### src/rtl/core/cau_pkg.sv
// Package for the complex arithmetic unit: widths, operation codes,
// pipeline payload structs and the 32-bit clamp function.
// No dependencies; every other file of the unit uses it.
package cau_pkg;

  localparam int DATA_W   = 32;
  localparam int PROD_W   = 64;
  localparam int SUM_W    = PROD_W + 1;
  localparam int Q_W      = 33;
  localparam int REM_W    = PROD_W + Q_W;
  localparam int N_CELLS  = Q_W + 1;
  localparam int SQ_STEPS = 32;
  localparam int FRAC_DEF = 16;

  localparam logic [2:0] MODE_ADD = 3'd0;
  localparam logic [2:0] MODE_SUB = 3'd1;
  localparam logic [2:0] MODE_MUL = 3'd2;
  localparam logic [2:0] MODE_DIV = 3'd3;
  localparam logic [2:0] MODE_MAG = 3'd4;

  typedef struct packed {
    logic [DATA_W-1:0] val;
    logic              sat;
  } clamp_t;

  typedef struct packed {
    logic [2:0]               mode;
    logic [DATA_W-1:0]        add_re;
    logic [DATA_W-1:0]        add_im;
    logic                     add_sat;
    logic signed [PROD_W-1:0] ac;
    logic signed [PROD_W-1:0] bd;
    logic signed [PROD_W-1:0] bc;
    logic signed [PROD_W-1:0] ad;
    logic signed [PROD_W-1:0] cc;
    logic signed [PROD_W-1:0] dd;
  } mul_t;

  typedef struct packed {
    logic [2:0]              mode;
    logic [DATA_W-1:0]       add_re;
    logic [DATA_W-1:0]       add_im;
    logic                    add_sat;
    logic signed [SUM_W-1:0] sum_re;
    logic signed [SUM_W-1:0] sum_im;
    logic [PROD_W-1:0]       den;
  } sum_t;

  typedef struct packed {
    logic [2:0]        mode;
    logic [DATA_W-1:0] add_re;
    logic [DATA_W-1:0] add_im;
    logic              add_sat;
    logic              neg_re;
    logic              neg_im;
    logic [PROD_W-1:0] mag_re;
    logic [PROD_W-1:0] mag_im;
    logic [PROD_W-1:0] den;
    logic [REM_W-1:0]  rem_re;
    logic [REM_W-1:0]  rem_im;
    logic [Q_W-1:0]    q_re;
    logic [Q_W-1:0]    q_im;
    logic              ovf_re;
    logic              ovf_im;
    logic [PROD_W-1:0] sq_rem;
    logic [PROD_W-1:0] sq_res;
  } pl_t;

  // Clamp a sign and magnitude to a signed 32-bit pattern.
  function automatic clamp_t clamp32(input logic neg, input logic [SUM_W-1:0] mag);
    clamp_t r;
    r.sat = 1'b0;
    if (neg) begin
      if (mag > SUM_W'(33'h0_8000_0000)) begin
        r.val = 32'h8000_0000;
        r.sat = 1'b1;
      end else begin
        r.val = DATA_W'(SUM_W'(0) - mag);
      end
    end else begin
      if (mag > SUM_W'(33'h0_7FFF_FFFF)) begin
        r.val = 32'h7FFF_FFFF;
        r.sat = 1'b1;
      end else begin
        r.val = mag[DATA_W-1:0];
      end
    end
    return r;
  endfunction

endpackage

### src/rtl/core/cau_prep.sv
// Two stages that form the real and imaginary numerators and |right|^2,
// then split the numerators into sign and magnitude. Depends on cau_pkg.
module cau_prep #(
  parameter int FRAC_BITS = cau_pkg::FRAC_DEF
) (
  input  logic          clk,
  input  logic          rst_n,
  input  logic          up_valid,
  output logic          up_ready,
  input  cau_pkg::mul_t up_data,
  output logic          dn_valid,
  input  logic          dn_ready,
  output cau_pkg::pl_t  dn_data
);

  logic          a_valid_r;
  logic          a_ready;
  cau_pkg::sum_t a_r;
  cau_pkg::sum_t a_nxt;
  logic          b_valid_r;
  cau_pkg::pl_t  b_r;
  cau_pkg::pl_t  b_nxt;

  assign up_ready = !a_valid_r || a_ready;
  assign a_ready  = !b_valid_r || dn_ready;
  assign dn_valid = b_valid_r;
  assign dn_data  = b_r;

  // Multiply needs ac - bd and bc + ad; divide needs the conjugate form.
  always_comb begin
    a_nxt.mode    = up_data.mode;
    a_nxt.add_re  = up_data.add_re;
    a_nxt.add_im  = up_data.add_im;
    a_nxt.add_sat = up_data.add_sat;
    if (up_data.mode == cau_pkg::MODE_MUL) begin
      a_nxt.sum_re = {up_data.ac[63], up_data.ac} - {up_data.bd[63], up_data.bd};
      a_nxt.sum_im = {up_data.bc[63], up_data.bc} + {up_data.ad[63], up_data.ad};
    end else begin
      a_nxt.sum_re = {up_data.ac[63], up_data.ac} + {up_data.bd[63], up_data.bd};
      a_nxt.sum_im = {up_data.bc[63], up_data.bc} - {up_data.ad[63], up_data.ad};
    end
    a_nxt.den = up_data.cc + up_data.dd;
  end

  always_comb begin
    b_nxt         = '0;
    b_nxt.mode    = a_r.mode;
    b_nxt.add_re  = a_r.add_re;
    b_nxt.add_im  = a_r.add_im;
    b_nxt.add_sat = a_r.add_sat;
    b_nxt.neg_re  = a_r.sum_re[cau_pkg::SUM_W-1];
    b_nxt.neg_im  = a_r.sum_im[cau_pkg::SUM_W-1];
    b_nxt.mag_re  = b_nxt.neg_re ? cau_pkg::PROD_W'(-a_r.sum_re)
                                 : a_r.sum_re[cau_pkg::PROD_W-1:0];
    b_nxt.mag_im  = b_nxt.neg_im ? cau_pkg::PROD_W'(-a_r.sum_im)
                                 : a_r.sum_im[cau_pkg::PROD_W-1:0];
    b_nxt.den     = a_r.den;
    b_nxt.rem_re  = cau_pkg::REM_W'(b_nxt.mag_re) << FRAC_BITS;
    b_nxt.rem_im  = cau_pkg::REM_W'(b_nxt.mag_im) << FRAC_BITS;
    b_nxt.sq_rem  = a_r.den;
  end

  always_ff @(posedge clk) begin
    if (!rst_n) begin
      a_valid_r <= 1'b0;
      b_valid_r <= 1'b0;
    end else begin
      if (up_ready) begin
        a_valid_r <= up_valid;
      end
      if (a_ready) begin
        b_valid_r <= a_valid_r;
      end
    end
  end

  always_ff @(posedge clk) begin
    if (up_valid && up_ready) begin
      a_r <= a_nxt;
    end
    if (a_valid_r && a_ready) begin
      b_r <= b_nxt;
    end
  end

endmodule

### config.mk
export PLATFORM = sky130hd
export DESIGN_NAME = cau_prep
export DESIGN_NICKNAME = d
export VERILOG_FILES = /design/src/rtl/core/cau_pkg.sv /design/src/rtl/core/cau_prep.sv
export SDC_FILE = /design/constraint.sdc
export NUM_CORES = 1
export LEC_CHECK = 0
export BUFFER_PORTS_ARGS = -buffer_cell sky130_fd_sc_hd__buf_2
export CORE_AREA = 8 8 432 434
export DETAILED_ROUTE_END_ITERATION = 16
export DIE_AREA = 0 0 440 442
export PLACE_DENSITY = 0.36
export SLEW_MARGIN = 20
export SYNTH_ARGS = -nofsm -noshare
export SYNTH_HDL_FRONTEND = slang
export SYNTH_SLANG_ARGS = --single-unit
### constraint.sdc
create_clock -name clk -period 15.1 [get_ports clk]
set_input_delay 3.02 -clock clk [delete_from_list [all_inputs] [get_ports clk]]
set_output_delay 3.02 -clock clk [all_outputs]
set_load 0.01 [all_outputs]
# Word-level counts from Yosys, hierarchy flattened
# Cells that the tools add are included.
# Widths: inputs -> output; s select.
classes:
  n_eq_ne: 1
  reduce_logical: 6
  mux: 3
  n_addsub: 7
ops:
  columns: ["op", "n"]
  rows:
  - ["$add 64x64->65", 2]
  - ["$mux 130", 1]
  - ["$sub 64x64->65", 2]
  - ["$mux 64", 2]
  - ["$neg 64->64", 2]
  - ["$add 64x64->64", 1]
  - ["$eq 3x2->1 const B", 1]
  - ["$logic_and 1x1->1", 2]
  - ["$logic_not 1->1", 2]
  - ["$logic_or 1x1->1", 2]
totals:
  ff_bits: 526
  elab_cells: 35

# Longest topological paths before layout
depth:
  word_depth: 4
  mapped_depth: 23

# Least setup slack after synthesis
# Ideal clock, no wire load.
synth_path:
  path_kind: "input port to flip-flop"
  startpoint: "in dn_ready"
  endpoint: "reg b_r (netlist bit dn_data[212]) (enable)"
  cell_stages: 2
  path_slack_ps: -473
  setup_time_ps: 922
  arrival_ps: 14651
  path_cell_list: "nor2b_1 nor2b_1"
synth_between:
  elab_chain_len: 2
synth_rtl:
  columns: ["item", "line", "rtl"]
  rows:
  - ["start: declaration", "cau_prep.sv:12", "input logic dn_ready,"]
  - ["$logic_or 1x1->1", "cau_prep.sv:25", "assign a_ready = !b_valid_r || dn_ready;"]
  - ["$logic_and 1x1->1", "cau_prep.sv:81", "if (a_valid_r && a_ready) begin"]
  - ["end signal: assignment", "cau_prep.sv:82", "b_r <= b_nxt;"]
  - ["end: declaration", "cau_prep.sv:21", "cau_pkg::pl_t b_r;"]
# No other way between the ends.
# A chain may end at the register's enable or synchronous reset.

==> metrics.txt <==
outcome=complete, no violations; htree depth=3; vias in the first global route=27303; clk sinks=526; DRT antenna net count=0; die area=194000 µm²; setup TNS=0 ns; Std-Cell Rows=156; Iteration-0 DRC Markers=1870; first-pass GRT wire length=204000 µm; most common cell after layout, fill and taps aside=buf_2; largest net degree at the start of global routing=132; min-delay worst type=register to register; post-synthesis async set-or-reset flop share=0; leak pwr=0.0169 µW; Reg clk slew, reported paths=0.06 ns; # hold bufs at CTS=0; Via Count=27015; clk_skew=0.0304 ns; r2r startpoint=a_r[78]$_DFFE_PP_; Synth Register Bits=526; endpoints failing setup=0; Die Width=440 µm; maximum clock frequency=114 MHz; Total GRT Usage=0.143; crit start category=input port; Final Wtd Congestion=0.848; Worst Hold Depth=0; RSZ-0062 raised after global routing=no; Main synth FF type=edfxtp_1; Fin. Hold Viols=0; post-DR vias/cell=4.17; Critical Path RT=15.50 ns; Fill cells=19612; DP HPWL=123000 µm; Final Max Tran Viols=0; reg2reg setup slack=10.49 ns; clock root buffer master=clkbuf_16; max-cap violation count=0; period utilization=0.580; Yosys Warn Count=0; Avg Inst Size Synth=10.5 µm²; final WL=147000 µm; worst ir drop on vdd=0.0699 mV; Worst Max-Slew Pin Slew=1.06 ns; Core Area=180000 µm²; synthesized area=34700 µm²; post-cts gate resize count=0; CTS tree=yes; Reg2Reg Depth=8; Syn-to-layout area delta=21.7%; starting density of the core=0.193; post-CTS setup buffer count=0; DRC violations left=0; worst skew pair latency=0.67 ns; distinct cell type count after synthesis=75; initial antenna violation count=44; CP endpoint kind=register; Slew HR=0.285; hold endpoint=dn_data[393]$_DFFE_PP_; Post-synth EDFFs=524; share of layout cells above drive strength 1=0.263; hold path start=a_r[3]$_DFFE_PP_; WL/cell=22.6 µm; worst path arrival time=9.16 ns; critical setup path kind=input port to register; I/O Pins=1110; number of port buffers=911; global route overflow=0; register area share after synthesis=0.454; clock tree buffer depth=3; Die H=442 µm; total power=4990 µW; Cells after Synth=3317; drt first pass iters=5; pwr/cell area=118 nW/µm²; commonest cells after routing, fill and taps aside=buf_2 (911), edfxtp_1 (524), xnor2_1 (285), a21oi_1 (267), nand2_1 (234); nets=4690; CTS buffer count=73; reg2reg end=dn_data[267]$_DFFE_PP_; Min Clock Period, post-route=8.76 ns; crit-path max FO=8
synth_stat cells, types with 5 or more instances:
library cell,number,area [µm²]
o21ai_0,174,871
ha_1,196,2450
buf_4,390,2930
xnor2_1,285,2500
inv_1,64,240
and3_1,14,87.6
o21ai_2,5,43.8
nand2_1,235,882
a21o_1,111,833
o21a_1,26,195
o2111ai_1,5,43.8
a221oi_1,10,87.6
o31a_1,8,70.1
nor3_1,57,285
edfxtp_1,524,15700
or2_2,9,56.3
nand3_1,43,215
a21oi_1,267,1340
or4_1,32,240
o41ai_1,35,307
nand2b_1,27,169
a31o_2,6,52.6
nor4_1,22,138
a211oi_1,19,143
and2_1,11,68.8
o21bai_1,37,278
clkbuf_1,79,297
a31oi_1,31,194
nand4_1,41,257
nor2b_1,34,213
o31ai_1,60,450
nor2_1,175,657
buf_1,9,33.8
or3_1,40,250
xor2_1,145,1270
o211ai_1,12,90.1
routing by layer:
| metal | global-route usage | vias to the layer above | wire, µm |
|---|---|---|---|
| met3 | 0.0265 | 165 | 8150 |
| met1 | 0.168 | 12943 | 59100 |
| met5 | 0 | - | 34 |
| met4 | 0.0366 | 6 | 3500 |
| met2 | 0.264 | 806 | 75800 |
| li1 | - | 13095 | - |
through the flow:
step | setup slack, ns | cells | util | hold slack, ns | cell area [µm²]
after global placement | 5.84 | 6330 | 0.222 | 0.400 | 39900
after detailed placement | 5.66 | 6330 | 0.222 | 0.405 | 39900
after floorplan | 4.71 | 3514 | - | 0.400 | 35500
after global routing | 5.91 | 6466 | 0.235 | 0.420 | 42200
after CTS | 6.41 | 6465 | 0.235 | 0.413 | 42200
final | 6.34 | 6477 | 0.235 | 0.413 | 42300
worst max path at each step:
stage                       from                     end  slack (ns)  depth (start not counted)
floorplan               dn_ready  dn_data[212]$_DFFE_PP_        4.71                          2
global placement    up_data[132]      a_r[128]$_DFFE_PP_        5.84                         20
finish              up_data[132]      a_r[128]$_DFFE_PP_        6.34                         20
CTS                 up_data[132]      a_r[128]$_DFFE_PP_        6.41                         20
global route        up_data[132]      a_r[128]$_DFFE_PP_        5.91                         20
detailed placement  up_data[132]      a_r[128]$_DFFE_PP_        5.66                         20
state kept, by name, indices dropped and copies added, names as in the netlist:
register	flops
dn_valid	1
a_r	262
a_valid_r	1
dn_data	262
power breakdown:
| group | internal, µW | switching [µW] |
|---|---|---|
| registers | 1870 | 149 |
| clock network | 1020 | 716 |
| logic | 484 | 755 |
area by class of cell:
type                            instances  area, µm²  share of cell area
Tap cell                             2370       2970              0.0702
Clock inverter                         44        428              0.0101
Clock buffer                           91       1940              0.0458
Sequential cell                       526      15800               0.373
Timing Repair Buffer                  926       4680               0.111
Antenna cell                           12       30.0            0.000711
Multi-Input combinational cell       2444      16200               0.383
Inverter                               64        240             0.00569
logic make-up after synthesis:
group,Yosys count,share of synthesized area
compound gates,844,0.153
xor+xnor,430,0.108
fa+ha+maj,199,0.0724
buf+inv,544,0.101
flops,526,0.454
mux,3,0.000901
other cells,1,0.000108
simple gates,770,0.110
worst max-delay path, cell delays in order:
cell and delay (ns):
buf_2 0.11, nor3_1 0.51, nand3_1 0.21, nor3_1 0.71
and3_1 0.54, a21oi_1 0.28, a21oi_1 0.40, o21ai_0 0.34
xor2_1 0.24, ha_1 0.45, nand4_1 0.19, nor2_1 0.18
nand2_1 0.10, or3_1 0.35, o31ai_1 0.41, a31oi_1 0.23
o31a_1 0.36, nor3_1 0.24, o22ai_1 0.14, xnor2_1 0.13
Power figures use the tool's default switching activity.
