File: src/rtl/core/cau_pkg.sv
// Package for the complex arithmetic unit: widths, operation codes,
// pipeline payload structs and the 32-bit clamp function.
// No dependencies; every other file of the unit uses it.
package cau_pkg;

  localparam int DATA_W   = 32;
  localparam int PROD_W   = 64;
  localparam int SUM_W    = PROD_W + 1;
  localparam int Q_W      = 33;
  localparam int REM_W    = PROD_W + Q_W;
  localparam int N_CELLS  = Q_W + 1;
  localparam int SQ_STEPS = 32;
  localparam int FRAC_DEF = 16;

  localparam logic [2:0] MODE_ADD = 3'd0;
  localparam logic [2:0] MODE_SUB = 3'd1;
  localparam logic [2:0] MODE_MUL = 3'd2;
  localparam logic [2:0] MODE_DIV = 3'd3;
  localparam logic [2:0] MODE_MAG = 3'd4;

  typedef struct packed {
    logic [DATA_W-1:0] val;
    logic              sat;
  } clamp_t;

  typedef struct packed {
    logic [2:0]               mode;
    logic [DATA_W-1:0]        add_re;
    logic [DATA_W-1:0]        add_im;
    logic                     add_sat;
    logic signed [PROD_W-1:0] ac;
    logic signed [PROD_W-1:0] bd;
    logic signed [PROD_W-1:0] bc;
    logic signed [PROD_W-1:0] ad;
    logic signed [PROD_W-1:0] cc;
    logic signed [PROD_W-1:0] dd;
  } mul_t;

  typedef struct packed {
    logic [2:0]              mode;
    logic [DATA_W-1:0]       add_re;
    logic [DATA_W-1:0]       add_im;
    logic                    add_sat;
    logic signed [SUM_W-1:0] sum_re;
    logic signed [SUM_W-1:0] sum_im;
    logic [PROD_W-1:0]       den;
  } sum_t;

  typedef struct packed {
    logic [2:0]        mode;
    logic [DATA_W-1:0] add_re;
    logic [DATA_W-1:0] add_im;
    logic              add_sat;
    logic              neg_re;
    logic              neg_im;
    logic [PROD_W-1:0] mag_re;
    logic [PROD_W-1:0] mag_im;
    logic [PROD_W-1:0] den;
    logic [REM_W-1:0]  rem_re;
    logic [REM_W-1:0]  rem_im;
    logic [Q_W-1:0]    q_re;
    logic [Q_W-1:0]    q_im;
    logic              ovf_re;
    logic              ovf_im;
    logic [PROD_W-1:0] sq_rem;
    logic [PROD_W-1:0] sq_res;
  } pl_t;

  // Clamp a sign and magnitude to a signed 32-bit pattern.
  function automatic clamp_t clamp32(input logic neg, input logic [SUM_W-1:0] mag);
    clamp_t r;
    r.sat = 1'b0;
    if (neg) begin
      if (mag > SUM_W'(33'h0_8000_0000)) begin
        r.val = 32'h8000_0000;
        r.sat = 1'b1;
      end else begin
        r.val = DATA_W'(SUM_W'(0) - mag);
      end
    end else begin
      if (mag > SUM_W'(33'h0_7FFF_FFFF)) begin
        r.val = 32'h7FFF_FFFF;
        r.sat = 1'b1;
      end else begin
        r.val = mag[DATA_W-1:0];
      end
    end
    return r;
  endfunction

endpackage

File: src/rtl/core/cau_cell.sv
// One divide and root chain cell: restoring quotient bit per numerator
// lane (not in cell 0), root step in cells 0-31. Depends on cau_pkg.
module cau_cell #(
  parameter int STEP = 0
) (
  input  logic         clk,
  input  logic         rst_n,
  input  logic         up_valid,
  output logic         up_ready,
  input  cau_pkg::pl_t up_data,
  output logic         dn_valid,
  input  logic         dn_ready,
  output cau_pkg::pl_t dn_data
);

  // Cell 0's divide lanes only check for a quotient of 2^33 or more.
  localparam int P  = cau_pkg::Q_W - STEP;
  localparam int SB = (STEP < cau_pkg::SQ_STEPS) ? 62 - 2 * STEP : 0;
  localparam logic [cau_pkg::PROD_W-1:0] SQ_BIT = cau_pkg::PROD_W'(1) << SB;

  logic                         valid_r;
  cau_pkg::pl_t                 data_r;
  cau_pkg::pl_t                 data_nxt;
  logic [cau_pkg::REM_W-1:0]    dsh;
  logic                         ge_re;
  logic                         ge_im;
  logic [cau_pkg::PROD_W-1:0]   sq_try;

  assign up_ready = !valid_r || dn_ready;
  assign dn_valid = valid_r;
  assign dn_data  = data_r;

  always_comb begin
    data_nxt = up_data;
    dsh      = cau_pkg::REM_W'(up_data.den) << P;
    ge_re    = up_data.rem_re >= dsh;
    ge_im    = up_data.rem_im >= dsh;
    sq_try   = up_data.sq_res + SQ_BIT;
    if (STEP == 0) begin
      data_nxt.ovf_re = ge_re;
      data_nxt.ovf_im = ge_im;
    end else begin
      if (ge_re && !up_data.ovf_re) begin
        data_nxt.rem_re = up_data.rem_re - dsh;
        data_nxt.q_re   = up_data.q_re | (cau_pkg::Q_W'(1) << P);
      end
      if (ge_im && !up_data.ovf_im) begin
        data_nxt.rem_im = up_data.rem_im - dsh;
        data_nxt.q_im   = up_data.q_im | (cau_pkg::Q_W'(1) << P);
      end
    end
    if (STEP < cau_pkg::SQ_STEPS) begin
      if (up_data.sq_rem >= sq_try) begin
        data_nxt.sq_rem = up_data.sq_rem - sq_try;
        data_nxt.sq_res = (up_data.sq_res >> 1) + SQ_BIT;
      end else begin
        data_nxt.sq_res = up_data.sq_res >> 1;
      end
    end
  end

  always_ff @(posedge clk) begin
    if (!rst_n) begin
      valid_r <= 1'b0;
    end else if (up_ready) begin
      valid_r <= up_valid;
    end
  end

  always_ff @(posedge clk) begin
    if (up_valid && up_ready) begin
      data_r <= data_nxt;
    end
  end

endmodule

File: config.mk
export PLATFORM = sky130hd
export DESIGN_NAME = cau_cell
export DESIGN_NICKNAME = d
export VERILOG_FILES = /design/src/rtl/core/cau_pkg.sv /design/src/rtl/core/cau_cell.sv
export SDC_FILE = /design/constraint.sdc
export NUM_CORES = 1
export LEC_CHECK = 0
export ABC_AREA = 1
export BUFFER_PORTS_ARGS = -buffer_cell sky130_fd_sc_hd__clkbuf_2
export CAP_MARGIN = 10
export CELL_PAD_IN_SITES_DETAIL_PLACEMENT = 1
export CELL_PAD_IN_SITES_GLOBAL_PLACEMENT = 1
export CORE_AREA = 2 2 510 512
export DETAILED_ROUTE_END_ITERATION = 7
export DIE_AREA = 0 0 512 514
export HOLD_SLACK_MARGIN = 0.08
export PLACE_DENSITY = 0.35
export SYNTH_ARGS = -nofsm -noshare
export SYNTH_HDL_FRONTEND = slang
export SYNTH_SLANG_ARGS = --single-unit
File: constraint.sdc
create_clock -name clk -period 44.4 [get_ports clk]
set_input_delay 6.66 -clock clk [delete_from_list [all_inputs] [get_ports clk]]
set_output_delay 6.66 -clock clk [all_outputs]
set_load 0.05 [all_outputs]
## Yosys cells after proc, flatten, opt, wreduce, memory -nomap -nowiden

Cells that the tools add are included.

- Register bits: 653
- Bits in latches: 0
- RAM bits: 0
- Bits in read-only memories: 0
- Memories: 0

- Add/subtract/negate cells: 3
- Multipliers: 0
- Div/mod/pow operators: 0
- Magnitude comparators: 3
- Equality and inequality tests: 0
- Shifts and indexed selects: 0
- Mux-type cells: 2
- Bitwise operators: 0
- Reduce and logical (&&, ||, !) cells: 3

Operators by type and width:

| operator | count |
|---|---|
| $ge A97 B97 Y1 | 2 |
| $add A63 B63 Y64 const B | 1 |
| $add A64 B63 Y64 const B | 1 |
| $ge A64 B64 Y1 | 1 |
| $mux W64 | 1 |
| $sub A64 B64 Y64 | 1 |
| $mux W63 | 1 |
| $logic_and A1 B1 Y1 | 1 |
| $logic_not A1 Y1 | 1 |
| $logic_or A1 B1 Y1 | 1 |

## Longest topological paths before layout

- Word-level depth: 3
- Mapped depth: 18
- Depth with buffers taken out: 17

## Worst setup path before layout

No wires, ideal clock.

- Path type: input port to flip-flop
- From: input up_valid
- To: register data_r (netlist bit dn_data[0]) (enable)
- Library setup time: 1,885 ps
- Arrival time: 37,879 ps
- Data required time: 42,515 ps
- Path slack: 4,636 ps
- Cell stages on the path: 2
- Cell sequence: inv_1 a21oi_1

- Longest elaborated chain between the ends: 1

RTL lines:

| element | line | text |
|---|---|---|
| from (decl) | cau_cell.sv:8 | `input logic up_valid,` |
| $logic_and A1 B1 Y1 | cau_cell.sv:71 | `if (up_valid && up_ready) begin` |
| to (signal assigned) | cau_cell.sv:72 | `data_r <= data_nxt;` |
| to (decl) | cau_cell.sv:22 | `cau_pkg::pl_t data_r;` |

No other way between the ends.
A chain may end at the register's enable or synchronous reset.

## Worst setup path after layout

- From: input dn_ready
- To: output up_ready

- Longest elaborated chain between the ends: 1

RTL lines:

| element | line | text |
|---|---|---|
| from (decl) | cau_cell.sv:12 | `input logic dn_ready,` |
| $logic_or A1 B1 Y1 | cau_cell.sv:29 | `assign up_ready = !valid_r \|\| dn_ready;` |
| to (decl) | cau_cell.sv:9 | `output logic up_ready,` |

No other way between the ends.

==> results.md <==
* Ys flop type: edfxtp_1
* PostCTS Resize Cnt at 0
* Max-cap violations at 0
* Antenna Nets Post-Route at 0
* Top post-synthesis cells by area: edfxtp_1 65%, nand2_1 10%, ha_1 8.0%
* Largest family of logic cells by synthesized area: simple AND/OR/NAND/NOR gates
* Cts bufs inserted at 94
* Clock root cell: clkbuf_16
* Overflow after GRT at 0
* Final nets at 5,008
* Pre-antenna DRT Iters at 5
* Yosys reg bits at 653
* Sw Share at approximately a third
* Final period utilization at a little under a third
* FILL cells at 30,200
* Site Rows at ~190
* Clk buf depth at 3
* DR WL/cell at approximately 29 µm
* RSZ-0062 raised after global routing: false
* Wirelength, routed at approximately 220,000 µm
* Post-DR vias/cell at 3.43
* Core box area at 258,000 µm²
* CTS tree: yes
* Routability-driven placement congestion ratio at around 0.9
* # hold bufs at CTS at 0
* Fmax at 0.0715 GHz
* Tot GR Track Use at around 16%
* Largest net degree at the start of global routing at 160
* Comb pwr share at 21.0%
* Post-Synthesis Cells at 2,755
* Initial DRC Count at ~1,700
* Post-CTS Setup Inserts at 0
* Critical path startpoint category: primary input
* Storage element area at 19,600 µm²
* Worst-path clk slew at 0.05 ns
* Final setup viols at 0
* Antenna violations before repair at 180
* Worst VDD drop at slightly below 30 µV
* First-pass GRT wire length at about 280,000 µm
* Vias in the first global route at 27,300
* Crit path max fanout at 2
* Synth async-reset ratio at 0%
* Number of flops mapped to enable cells by yosys at 652
* Syn avg cell area at 10.9 µm²
* Setup WS post-layout at just over 30 ns
* Cell taking the most area after synthesis: edfxtp_1
* Synth-to-layout area growth at 46.9%
* Tmin final at around 14 ns
* Status: complete, no violations
* Pre-CTS WS at 30.41 ns
* Clk sinks at 653
* Least-Margin Pin Slew at between 0.9 and 1 ns
* Simple-Gate Fraction of Synth Area at 16.6%
* Top cell type's share of synthesized area at 65.1%
* DIE HEIGHT at 514 µm
* CP Class: in2out
* Power share of the clock group at 40.9%
* Footprint of the multi-input gates at 8470 µm²
* Post-synthesis compound-gate area fraction at 2.59%
* Count of cell types in the netlist at 41
* Sequential power share at roughly two fifths
* Synth warn at 0
* CTS H-tree lvls at 3
* Final Hold Violating Endpoints at 0
* Switching pwr at 673 µW
* CP required at 37.74 ns
* Via count at 26,300
* Full die area at 263,000 µm²
* Hpwl dp at 198,000 µm
* Share of post-route cells with drive strength above 1 at 35.4%
* DRC at 0
* Most numerous cell in the Yosys netlist: nand2_1
* Top post-synthesis cells by count: 840 x nand2_1, 652 x edfxtp_1, 490 x inv_1, 192 x ha_1, 176 x nor2_1
* Critical Path End Type: primary output
* Post-Syn Nets at 3,604
* Setup TNS at 0 ns
* Worst Skew at between 0.06 and 0.07 ns
* Slew headroom at around 33%
* Adder-Cell Fraction of Synth Area at 8.06%
* Leak at 0.0205 µW
* Post-Syn Area at approximately 30,000 µm²
* Int Pwr at 1290 µW
* Post-synthesis xor/xnor area fraction at 0.932%
* Chip width at 512 µm
* CP arrival at ~7.3 ns
* Initial core utilization at 11.6%
* Io pins at 1,310
* Sequential element share of the synthesized area at 65.2%
* Mux share of post-synthesis cell area at 0%
* Pwr per Cell Area at 44.4 nW/µm²
* Slew Limit Fails at 0
* Worst Hold Class: reg2reg
* I/O Buffers at between 1,000 and 1,500
* Clk_lat worst skew at about 0.73 ns
==> placed cells by master (no fill, tap or decap), types with 4 or more instances in the layout <==
cell type	count
nor4_1	8
clkbuf_16	94
ha_1	192
o21ai_0	28
nand3_1	97
clkinv_4	4
clkinv_1	19
clkinv_2	9
nand4_1	42
clkbuf_1	21
nand3_2	11
nor2_1	176
inv_2	11
xor2_1	30
inv_1	490
bufinv_16	13
clkinvlp_4	7
diode_2	26
buf_4	12
nand2_2	7
clkbuf_2	1307
edfxtp_1	652
nor2_2	7
clkinv_16	6
nor3_1	16
a21oi_1	102
nand2_1	840
==> worst max-delay path, stage by stage <==
cell	delay [ns]
clkbuf_2	0.08
inv_1	0.07
nand2_1	0.09
clkbuf_2	0.40
==> worst paths after layout <==
check	cells past startpoint	startpoint	slack (ns)	endpoint
setup / recovery	4	dn_ready	30.42	up_ready
hold / removal	2	dn_valid$_SDFFE_PN0N_	0.59	dn_valid$_SDFFE_PN0N_
setup reg to reg	5	dn_valid$_SDFFE_PN0N_	40.40	dn_data[224]$_DFFE_PP_
hold reg to reg	2	dn_valid$_SDFFE_PN0N_	0.59	dn_valid$_SDFFE_PN0N_
==> power groups by stage <==
stage / combinational (µW) / clock (µW) / sequential (µW)
2_1_floorplan: 108 / 0 / 936
3_3_place_gp: 424 / 0 / 759
3_5_place_dp: 425 / 0 / 760
4_1_cts: 426 / 835 / 748
5_1_grt: 445 / 852 / 750
6_report: 412 / 802 / 747
==> cells by family (layout without fill, tap and decap cells) <==
logic type / count (synthesis) / count (layout)
compound gates: 147 / 147
xor+xnor: 32 / 32
fa+ha+maj: 193 / 193
buf+inv: 515 / 1997
flops: 653 / 653
other cells: 0 / 26
simple gates: 1215 / 1215
==> per-layer routing <==
metal	global-route usage (%)	up-vias	part of all wire, %
li1	-	12000	-
met5	0	-	0.12
met2	31.3	1157	53
met1	16.9	12700	36
met4	4.46	42	3.7
met3	5.29	439	7.5
==> through the flow <==
| stage | total power [µW] | hold slack, ns | std cells | area (µm²) | util (%) |
|---|---|---|---|---|---|
| 5_1_grt | 2050 | 0.632 | 7649 | 44100 | 17.1 |
| 3_5_place_dp | 1180 | 0.580 | 7465 | 40900 | 15.8 |
| 6_report | 1960 | 0.589 | 7665 | 44200 | 17.1 |
| 4_1_cts | 2010 | 0.591 | 7639 | 44100 | 17.1 |
| 2_1_floorplan | 1040 | 1.11 | 2755 | 30100 | - |
| 3_3_place_gp | 1180 | 0.545 | 7465 | 40900 | 15.8 |
==> final cells by class <==
type	instances	area share [%]
clock inverters	59	1.77
diodes	26	0.147
multi-input cells	1587	19.2
flip-flops and latches	653	44.4
well taps	3402	9.64
clock buffers	115	5.50
repair buffers	1321	15.1
inverters	502	4.27
==> flip-flops by register name (all words and copies together) (netlist names) <==
name and cells:
dn_data 652, dn_valid 1
No activity file was read; power rests on OpenSTA's default activity.
